**config.mk**
```make
export PLATFORM = sky130hd
export DESIGN_NAME = prsd_cell
export DESIGN_NICKNAME = d
export VERILOG_FILES = /design/src/design/prsd_pkg.sv /design/src/design/prsd_cell.sv
export SDC_FILE = /design/constraint.sdc
export NUM_CORES = 1
export LEC_CHECK = 0
export ABC_AREA = 1
export BUFFER_PORTS_ARGS = -buffer_cell sky130_fd_sc_hd__buf_2
export CAP_MARGIN = 20
export CORE_UTILIZATION = 49
export CTS_CLUSTER_DIAMETER = 100
export CTS_CLUSTER_SIZE = 10
export DETAILED_ROUTE_END_ITERATION = 8
export PLACE_DENSITY = 0.85
export SLEW_MARGIN = 20
export SYNTH_ARGS = -nofsm -noshare
export SYNTH_HDL_FRONTEND = slang
export SYNTH_SLANG_ARGS = --single-unit
```
**constraint.sdc**
```tcl
create_clock -name i_clk -period 2.75 [get_ports i_clk]
set_clock_uncertainty 0.05 [all_clocks]
set_input_delay 0.1375 -clock i_clk [delete_from_list [all_inputs] [get_ports i_clk]]
set_output_delay 0.1375 -clock i_clk [all_outputs]
set_load 0.03 [all_outputs]
```
**src/design/prsd_pkg.sv**
```systemverilog
// ----------------------------------------------------------------------------
// prsd_pkg
// Shared types and codes for the per-source packet rate detector.
// ----------------------------------------------------------------------------
`default_nettype none

package prsd_pkg;

    // Register indexes on the configuration port
    localparam logic [2:0] CFG_TARGET    = 3'd0;
    localparam logic [2:0] CFG_BASE_RATE = 3'd1;
    localparam logic [2:0] CFG_ICMP_LIM  = 3'd2;
    localparam logic [2:0] CFG_UDP_LIM   = 3'd3;
    localparam logic [2:0] CFG_TCP_LIM   = 3'd4;
    localparam logic [2:0] CFG_SIG_MASK  = 3'd5;

    // Opcodes of an input transaction
    localparam logic OP_PACKET = 1'b0;
    localparam logic OP_TICK   = 1'b1;

    // IP protocol numbers
    localparam logic [7:0] PROTO_ICMP = 8'd1;
    localparam logic [7:0] PROTO_TCP  = 8'd6;
    localparam logic [7:0] PROTO_UDP  = 8'd17;

    // Protocol classes
    localparam logic [1:0] CLASS_OTHER = 2'd0;
    localparam logic [1:0] CLASS_ICMP  = 2'd1;
    localparam logic [1:0] CLASS_UDP   = 2'd2;
    localparam logic [1:0] CLASS_TCP   = 2'd3;

    // Signature mask bits
    localparam int SIG_BIT_ICMP = 0;
    localparam int SIG_BIT_UDP  = 1;
    localparam int SIG_BIT_TCP  = 2;

    // Result kinds
    localparam logic [2:0] KIND_COUNTED      = 3'd0;
    localparam logic [2:0] KIND_PACKET_ALERT = 3'd1;
    localparam logic [2:0] KIND_WINDOW_ALERT = 3'd2;
    localparam logic [2:0] KIND_BACK_NORMAL  = 3'd3;
    localparam logic [2:0] KIND_WINDOW_QUIET = 3'd4;

    // Reset values of the configuration registers
    localparam logic [31:0] RST_TARGET = 32'd0;
    localparam logic [15:0] RST_LIMIT  = 16'd20;
    localparam logic [2:0]  RST_MASK   = 3'd0;

    localparam logic [15:0] REPORT_MAX = 16'hFFFF;

    // One transaction as it travels down the cell chain
    typedef struct packed {
        logic        valid;
        logic        tick;
        logic [31:0] key;
        logic [1:0]  pclass;
        logic        known;
        logic [15:0] threshold;
        logic        done;
    } t_item;

endpackage

`default_nettype wire

```
**src/design/prsd_cell.sv**
```systemverilog
// ----------------------------------------------------------------------------
// prsd_cell
// One table entry of the source counter chain; matches, counts or inserts
// the passing transaction, drops its entry on a tick, and hands it to the next cell.
// ----------------------------------------------------------------------------
`default_nettype none

module prsd_cell #(
    parameter int COUNT_BITS = 16
) (
    input  wire                    i_clk,
    input  wire                    i_rst_n,
    input  wire                    i_advance,
    input  prsd_pkg::t_item        i_item,
    input  wire [COUNT_BITS-1:0]   i_count,
    output prsd_pkg::t_item        o_item,
    output logic [COUNT_BITS-1:0]  o_count
);

    localparam logic [COUNT_BITS-1:0] COUNT_ONE = {{(COUNT_BITS-1){1'b0}}, 1'b1};

    logic                  r_ent_valid, n_ent_valid;
    logic [31:0]           r_ent_addr,  n_ent_addr;
    logic [COUNT_BITS-1:0] r_ent_count, n_ent_count;
    prsd_pkg::t_item       r_item,      n_item;
    logic [COUNT_BITS-1:0] r_count,     n_count;

    logic                  w_hit;
    logic [COUNT_BITS-1:0] w_inc;

    assign w_hit = r_ent_valid && (r_ent_addr == i_item.key);
    assign w_inc = (&r_ent_count) ? r_ent_count : r_ent_count + COUNT_ONE;

    always_comb begin
        n_item      = i_item;
        n_count     = i_count;
        n_ent_valid = r_ent_valid;
        n_ent_addr  = r_ent_addr;
        n_ent_count = r_ent_count;
        if (i_item.valid) begin
            if (i_item.tick) begin
                // pick up the target's count; every entry is dropped, hit or not
                if (!i_item.done && w_hit) begin
                    n_item.done = 1'b1;
                    n_count     = r_ent_count;
                end
                n_ent_valid = 1'b0;
            end else if (!i_item.done) begin
                if (w_hit) begin
                    n_ent_count = w_inc;
                    n_count     = w_inc;
                    n_item.done = 1'b1;
                end else if (!r_ent_valid) begin
                    // first free entry: valid entries always form a prefix
                    n_ent_valid = 1'b1;
                    n_ent_addr  = i_item.key;
                    n_ent_count = COUNT_ONE;
                    n_count     = COUNT_ONE;
                    n_item.done = 1'b1;
                end
            end
        end
    end

    always_ff @(posedge i_clk) begin
        if (!i_rst_n) begin
            r_ent_valid <= 1'b0;
            r_item      <= '0;
        end else if (i_advance) begin
            r_ent_valid <= n_ent_valid;
            r_item      <= n_item;
        end
    end

    always_ff @(posedge i_clk) begin
        if (i_advance) begin
            r_ent_addr  <= n_ent_addr;
            r_ent_count <= n_ent_count;
            r_count     <= n_count;
        end
    end

    assign o_item  = r_item;
    assign o_count = r_count;

endmodule

`default_nettype wire

```
Yosys cells after proc, flatten, opt, wreduce, memory -nomap -nowiden:

Index checks and enable logic that the tools add are counted.

* register bits after elaboration: 119
* input bits: 73
* output and inout bits: 70
* logic and storage cells: 45

* $add $sub $neg: 1
* equal/unequal tests: 4
* mux-type cells: 18
* bitwise operators: 4
* reductions and logical operators: 7

Operator list (count)
* $mux W16: 9
* $eq A32 B32 Y1: 1
* $add A16 B1 Y16 const B: 1
* $reduce_and A16 Y1: 1
* $mux W1: 9
* $reduce_and A6 Y1: 1
* $reduce_and A5 Y1: 1
* $ne A2 B1 Y1 const B: 2
* $not A1 Y1: 4
* $reduce_and A4 Y1: 1
* $logic_and A1 B1 Y1: 2
* $ne A2 B2 Y1 const B: 1
* $logic_not A1 Y1: 1

Logic depth before layout (Yosys ltp):

Gate-level depths: netlist of run 1.

* depth in word-level cells: 6
* depth in mapped cells: 17
* mapped depth without buffers: 17

Worst setup path after synthesis of run 1:

OpenSTA, ideal clock, no wires.

* kind: in2reg
* from: input port i_item[53] (netlist name)
* to: register r_ent_addr[0] (enable)
* arrival time: 2.103 ns
* required time: 2.279 ns
* path slack: 0.176 ns
* stages: 5
* cells stage by stage: clkbuf_1 -> nand2_1 -> nor3_1 -> inv_1 -> nor2_1

* word-level cells in the longest chain between the ends: 1

RTL lines
* start: declaration: line prsd_cell.sv:14 `input prsd_pkg::t_item i_item,`
* $reduce_and A6 Y1 (no source line)
* end signal: assignment: line prsd_cell.sv:77 `r_ent_addr <= n_ent_addr;`
* end: declaration: line prsd_cell.sv:23 `logic [31:0] r_ent_addr, n_ent_addr;`

Every way passes these cells.
A chain may end at the register's enable or synchronous reset.

Worst setup path after layout of run 1:

* from: register r_ent_count[0]
* to: register r_count[1], in the netlist o_count[1], data pin

* word-level cells in the longest chain between the ends: 6
* elaborated cells between the ends (all ways): 7
* classes of those cells: add/sub: 1; mux: 5; reduce/logical: 1

RTL lines
* start: declaration: line prsd_cell.sv:24 `logic [COUNT_BITS-1:0] r_ent_count, n_ent_count;`
* start signal: assignment: line prsd_cell.sv:78 `r_ent_count <= n_ent_count;`
* $add A16 B1 Y16 / $reduce_and A16 Y1 (equally long branches): line prsd_cell.sv:32 `assign w_inc = (&r_ent_count) ? r_ent_count : r_ent_count + COUNT_ONE;`
* $mux W16 (*): line prsd_cell.sv:32
* $mux W16 (*): line prsd_cell.sv:49 `if (w_hit) begin`
* $mux W16 (*): line prsd_cell.sv:48 `end else if (!i_item.done) begin`
* $mux W16 (*): line prsd_cell.sv:41 `if (i_item.tick) begin`
* $mux W16 (*): line prsd_cell.sv:40 `if (i_item.valid) begin`
* net n_count[1]: line prsd_cell.sv:26 `logic [COUNT_BITS-1:0] r_count, n_count;`
* end signal: assignment: line prsd_cell.sv:79 `r_count <= n_count;`
* end: declaration: line prsd_cell.sv:26

Mark *: on every way through the listed nets, which the timed path passes. The rest lies on a longest branch.

==> results.json, run 1 <==
{
  "p_comb_share_pct": 14.0,
  "seq_power_share_pct": 42.0,
  "cap_violations": 0,
  "cts_root_buffer": "clkbuf_16",
  "final_max_slew_viol_count": 0,
  "period_share_pct": 88.05,
  "reg2reg_depth": 13,
  "dp.cells": 1114,
  "hold_path_depth": 3,
  "antenna_found_initial": 0,
  "clock_path_buffers": 2,
  "crit_chain": "ha_1, nand3_1, inv_2, nand2_2, nor2_4, nand2_2, clkinv_1, a21boi_1, nor2_1, nand2_1, nand3_1, nor2_1, nor2_1",
  "htree_levels": 4,
  "clockPowerShare_pct": 44.1,
  "hp-class": "in -> reg",
  "syn_inst": 829,
  "cts_made_buffers": 17,
  "drive_gt1_share_pct": 19.61,
  "cp_num_buf_inv": 2,
  "synthesis.area_sq_um": 6183,
  "fp.dieH_um": 114.3,
  "grt_usage_pct": 27.60,
  "cpPeakStageDelay_ns": 0.45,
  "syn_to_final_growth_pct": 31.51,
  "relSlewSlack_pct": 40.70,
  "via_count": 6101,
  "rows": 40,
  "grt_pass1_vias": 5791,
  "dieArea_sq_um": 13070,
  "avgSynthCellArea_sq_um": 7.459,
  "crit_cells": 13,
  "power_density_nw_per_um2": 589.5,
  "die_w_um": 114.3,
  "rsz0062_at_grt": "no",
  "p_switching_mw": 1.299,
  "layout_common_cells": "nand2_1 (228), buf_2 (142), nor2_1 (129), inv_1 (93), o21ai_0 (67)",
  "clkTransAtPathRegs_ns": 0.06,
  "cp_top_family": "simple AND/OR/NAND/NOR gates",
  "ff_latch_area_sq_um": 3023,
  "worstPathMaxFanout": 10,
  "grt_pass1_wl_mm": 27.63,
  "num_antenna_cells": 0,
  "p_sw_share_pct": 27.11,
  "arrival_ns": 2.56,
  "critPathKind": "reg -> reg",
  "required_ns": 2.89,
  "dp_hpwl_mm": 10.66,
  "ioPinCount": 143,
  "synthDistinctLibCells": 40,
  "status": "finished, final reports clean",
  "routed_wl_mm": 17.14,
  "ant_nets": 0,
  "insertion_delay_ns": 0.43,
  "final_nets": 1096,
  "endpoint_kind": "flop",
  "grt_overflow": 0,
  "synth_top_cell_by_area": "edfxtp_1",
  "setup_viol": 0,
  "portBuffers": 142,
  "p_int_mw": 3.494,
  "drt-initial-drc-count": 542,
  "avgRoutedWirePerCell_um": 14.25,
  "synth_top_area_share_pct": 31.08,
  "critPathSlowestCell": "edfxtp_1",
  "routabilityCongestion": 0.9394,
  "tightestPinTransition_ns": 0.8895,
  "ir_worst_vdd_uv": 414.4,
  "via_per_inst": 5.071,
  "stdcell_count": 1203,
  "final_common_cell": "nand2_1",
  "route.detailed.drc": 0,
  "leakage_nw": 4.013,
  "fin_hold_ws_ns": 0.009645,
  "cpMostUsedCell": "nor2_1",
  "cts_sinks": 119,
  "multi_input_area_sq_um": 2589,
  "min_period_ns": 2.421,
  "start_util_pct": 50.84,
  "yosys_warnings": 0,
  "max_freq_mhz": 413.0,
  "coreArea_sq_um": 12160,
  "fillCellCount": 907,
  "crit_path_start_kind": "flop",
  "ys_seq_area_share_pct": 48.89,
  "synth_fp_nets": 903,
  "synthTopCellsByArea": "edfxtp_1 (31%), dfxtp_1 (18%), nand2_1 (14%)",
  "hold_viol": 0,
  "dr.pass1.iters": 5,
  "ys_seq_elements": 119,
  "tritoncts": "built",
  "grt_start_max_net_pins": 97,
  "setup_tns_ns": 0
}
==> final timing paths <==
kind	slack, ns	from	end
max	0.33	r_ent_count[0]	o_count[1]
min	0.01	i_count[6]	o_count[6]
max reg2reg	0.33	r_ent_count[0]	o_count[1]
min reg2reg	0.42	o_item[53]	o_item[53]
==> power by group through the flow <==
stage / registers (mW) / logic [mW] / clock network (mW)
2_1_floorplan: 2.20 / 0.223 / 0
3_3_place_gp: 2.04 / 0.578 / 0
3_5_place_dp: 2.04 / 0.590 / 0
4_1_cts: 2.01 / 0.658 / 2.13
5_1_grt: 2.02 / 0.726 / 2.22
6_report: 2.01 / 0.669 / 2.11
==> flip-flops by register name (all words and copies together), names as in the netlist <==
| name | cells |
|---|---|
| o_count | 16 |
| r_ent_valid | 1 |
| r_ent_addr | 32 |
| o_item | 54 |
| r_ent_count | 16 |
==> layer usage <==
| layer | part of all wire [%] | global-route usage, % | vias to the layer above |
|---|---|---|---|
| li1 | - | - | 3027 |
| met1 | 42 | 33.58 | 2754 |
| met5 | 0 | 0 | - |
| met2 | 48 | 44.93 | 262 |
| met3 | 6.9 | 7.147 | 58 |
| met4 | 3.7 | 14.89 | 0 |
==> stage by stage <==
step | total power [mW] | utilization (%) | worst slack (ns) | instance area [sq um]
2_1_floorplan | 2.420 | - | 0.1762 | 6183
3_3_place_gp | 2.616 | 57.59 | 0.4662 | 7004
3_5_place_dp | 2.633 | 57.59 | 0.3902 | 7004
4_1_cts | 4.792 | 66.86 | 0.3775 | 8132
5_1_grt | 4.969 | 66.86 | 0.1372 | 8132
6_report | 4.793 | 66.86 | 0.3285 | 8132
==> area by class of cell <==
type                            instances  share of cell area, %
Tap cell                              168                  2.585
Timing Repair Buffer                  204                  16.37
Multi-Input combinational cell        568                  31.84
Clock inverter                         11                  1.169
Sequential cell                       119                  37.17
Inverter                              112                  5.185
Clock buffer                           21                  5.678
==> worst reg2reg max path, stage by stage, from the launching register on <==
cell and delay (ns):
edfxtp_1 0.45, ha_1 0.30, nand3_1 0.18, inv_2 0.06
nand2_2 0.09, nor2_4 0.06, nand2_2 0.17, clkinv_1 0.25
a21boi_1 0.21, nor2_1 0.08, nand2_1 0.09, nand3_1 0.07
nor2_1 0.10, nor2_1 0.04
==> cell usage after synthesis (all sizes together) <==
library cell  instances
clkinv                9
or2                   2
nor2                136
dfxtp                55
nand3                33
xnor2                12
nand4                 8
and3                  4
a311oi                1
buf                  12
nand3b                1
inv                 103
nor4                  1
ha                    1
o211ai                2
nand2               233
a21oi                36
o21ai                76
o21bai                1
clkbuf               18
nor3                  8
a21boi                2
a31oi                 4
xor2                  7
edfxtp               64
==> kinds of logic (layout without fill, tap and decap cells) <==
| group | Yosys count | in the layout | synth area share (%) |
|---|---|---|---|
| and+or+nand+nor | 426 | 426 | 28.71 |
| buffers and inverters | 142 | 348 | 9.288 |
| AOI/OAI and AO/OA | 122 | 122 | 10.22 |
| DFF | 119 | 119 | 48.89 |
| xor gates and xnor gates | 19 | 19 | 2.691 |
| adders and majority gates | 1 | 1 | 0.2023 |
==> what timing repair did <==
item                                    in CTS  in global routing
resized for setup                            0                  0
setup buffers                                0                  0
endpoints found under the setup margin       0                  0
hold endpoints to repair                    87                  0
hold buffers                                57                  0
Power figures use the tool's default switching activity.
==> run 2, diff against run 1 <==
--- a/config.mk
+++ b/config.mk
@@ -5,14 +5,13 @@
 export SDC_FILE = /design/constraint.sdc
 export NUM_CORES = 1
 export LEC_CHECK = 0
-export ABC_AREA = 1
 export BUFFER_PORTS_ARGS = -buffer_cell sky130_fd_sc_hd__buf_2
 export CAP_MARGIN = 20
-export CORE_UTILIZATION = 49
+export CORE_UTILIZATION = 48
 export CTS_CLUSTER_DIAMETER = 100
 export CTS_CLUSTER_SIZE = 10
 export DETAILED_ROUTE_END_ITERATION = 8
-export PLACE_DENSITY = 0.85
+export PLACE_DENSITY = 0.84
 export SLEW_MARGIN = 20
 export SYNTH_ARGS = -nofsm -noshare
 export SYNTH_HDL_FRONTEND = slang
==> run 2 against run 1 <==
- setup slack got worse by 0.17 ns
- sequential power barely moved
- critical path depth fell by 5
- via count fell by 23%
- design area fell by 7.1%
- sequential share of layout area rose by 2.9 points
- combinational power fell by 10%
- register-to-register slack got worse by 0.12 ns
- highest routed layer unchanged
==> results.json, run 2 <==
{
  "htree_levels": 4,
  "required_ns": 2.85,
  "start_util_pct": 50.17,
  "route.detailed.drc": 0,
  "cap_violations": 0,
  "die_w_um": 109.6,
  "use_met1_pct": 32.46,
  "leakage_nw": 3.163,
  "critPathKind": "in -> reg",
  "avgSynthCellArea_sq_um": 11.32,
  "synth_flop_cell": "edfxtp_1",
  "grt_pass1_wl_mm": 23.72,
  "grtUsageMet2_pct": 44.34,
  "power_density_nw_per_um2": 608.7,
  "critPathSlowestCell": "dlygate4sd3_1",
  "via_count": 4679,
  "routabilityCongestion": 0.8939,
  "ant_nets": 0,
  "syn_inst": 491,
  "cp_num_buf_inv": 2,
  "drt-initial-drc-count": 392,
  "rsz0062_at_grt": "no",
  "min_period_ns": 2.589,
  "grt_overflow": 0,
  "reg2reg_depth": 6,
  "synth_top_area_share_pct": 34.58,
  "num_antenna_cells": 0,
  "final_max_slew_viol_count": 0,
  "insertion_delay_ns": 0.41,
  "ys_seq_area_share_pct": 54.39,
  "hold_viol": 0,
  "synth-edff-count": 64,
  "cts_resized": 0,
  "clock_path_buffers": 2,
  "dieArea_sq_um": 12010,
  "ys_top_cells_by_count": "edfxtp_1 (64), mux2i_1 (60), nor2b_1 (57)",
  "cts_made_buffers": 17,
  "worstPathMaxFanout": 7,
  "max_freq_mhz": 386.2,
  "endpoint_kind": "flop",
  "setup_viol": 0,
  "layout_common_cells": "buf_2 (141), edfxtp_1 (64), mux2i_1 (60), nor2b_1 (57), dlygate4sd3_1 (57)",
  "ff_latch_area_sq_um": 3023,
  "synth_most_common_cell": "edfxtp_1",
  "rows": 38,
  "synthesis.area_sq_um": 5558,
  "avgRoutedWirePerCell_um": 17.73,
  "crit_path_start_kind": "input pin",
  "antenna_found_initial": 0,
  "largest_register_ff_count": 54,
  "grt_pass1_vias": 4759,
  "coreArea_sq_um": 11080,
  "tightestPinTransition_ns": 0.8106,
  "cts_root_buffer": "clkbuf_16",
  "ir_worst_vdd_uv": 483.7,
  "setup_tns_ns": 0,
  "ys_seq_elements": 119,
  "final_nets": 769,
  "hold_path_depth": 3,
  "routed_wl_mm": 15.02,
  "multi_input_area_sq_um": 2431,
  "synthTopCellsByArea": "edfxtp_1 (35%), dfxtp_1 (20%), mux2i_1 (11%)",
  "synthDistinctLibCells": 45,
  "cp_top_family": "simple AND/OR/NAND/NOR gates",
  "final_common_cell": "buf_2",
  "grt_start_max_net_pins": 56,
  "clkTransAtPathRegs_ns": 0.05,
  "dr.pass1.iters": 5,
  "cpPeakStageDelay_ns": 0.54,
  "use_met3_pct": 6.224,
  "via_per_inst": 5.524,
  "relSlewSlack_pct": 45.96,
  "status": "finished, final reports clean",
  "ioPinCount": 143,
  "top_usage_layer": "met2",
  "fin_hold_ws_ns": 0.02251,
  "drive_gt1_share_pct": 28.43,
  "cts_sinks": 119,
  "portBuffers": 142,
  "dp_hpwl_mm": 9.511,
  "grt_usage_pct": 26.39,
  "hp-class": "in -> reg",
  "crit_chain": "dlygate4sd3_1, buf_2, xor2_1, nor4_2, nand4_2, nor3_4, a2bb2oi_1, a221o_1",
  "yosys_warnings": 0,
  "synth_fp_nets": 565,
  "fillCellCount": 793,
  "async_flop_share_pct": 0,
  "arrival_ns": 2.69,
  "fp.dieH_um": 109.6,
  "syn_to_final_growth_pct": 35.88,
  "period_share_pct": 94.16,
  "crit_cells": 8,
  "synth_top_cell_by_area": "edfxtp_1",
  "tritoncts": "built"
}
run 2: changes by cell type after synthesis, sizes merged, moves of 9 or more:
cell / change
o21ai: -61
nor2b: +57
a21oi: -25
xor2: +27
nand2: -203
mux2i: +60
inv: -100
nor2: -106
nand3: -15
nor4: +9
run 2: worst min-delay path, cell delays in order:
cell and delay [ns]:
buf_2 0.10, nand2_1 0.05, o221ai_1 0.07
run 2: path summary, 6_finish.rpt:
path / start / end / slack (ns)
max reg2reg: r_ent_addr[23] / o_count[13] / 0.21
max: i_item[40] / o_count[13] / 0.16
min: i_count[1] / o_count[1] / 0.02
min reg2reg: o_item[53] / o_item[53] / 0.43
run 2: repair_timing:
item / CTS / global route
hold buffers: 57 / 0
endpoints found under the hold margin: 64 / 0
setup buffers: 0 / 0
run 2: stage by stage:
step	instance area [sq um]	util (%)	setup WS, ns	power, mW	cells
finish	7552	68.17	0.1605	4.597	847
detailed placement	6440	58.13	0.2910	2.549	759
global route	7552	68.17	0.07576	4.755	847
global placement	6440	58.13	0.3563	2.531	759
floorplan	5560	-	0.2180	2.355	491
CTS	7552	68.17	0.2734	4.589	847
run 2: cells by family (layout without fill, tap and decap cells):
kind of cell | Yosys count | in the layout | synth area share [%]
muxes | 63 | 63 | 11.41
xor gates and xnor gates | 40 | 40 | 6.304
DFF | 119 | 119 | 54.39
AOI/OAI and AO/OA | 55 | 55 | 6.709
and+or+nand+nor | 184 | 184 | 18.96
buffers and inverters | 29 | 245 | 2.004
adders and majority gates | 1 | 1 | 0.2251
run 2: area by class of cell:
class | count | share of cell area, %
Inverter | 4 | 0.1988
Clock inverter | 11 | 0.9940
Tap cell | 140 | 2.319
Multi-Input combinational cell | 343 | 32.19
Sequential cell | 119 | 40.03
Timing Repair Buffer | 210 | 18.09
Clock buffer | 20 | 6.180
run 2: report_power, final:
group	switching [mW]	internal, mW
Clock	0.789	1.21
Combinational	0.356	0.244
Sequential	0.0404	1.95
Total	1.19	3.41
run 2: metal layers:
layer | vias to the layer above | wire length, um
met5 | - | 0
met4 | 0 | 374
met3 | 33 | 1112
met2 | 247 | 7459
met1 | 2220 | 6074
li1 | 2179 | -
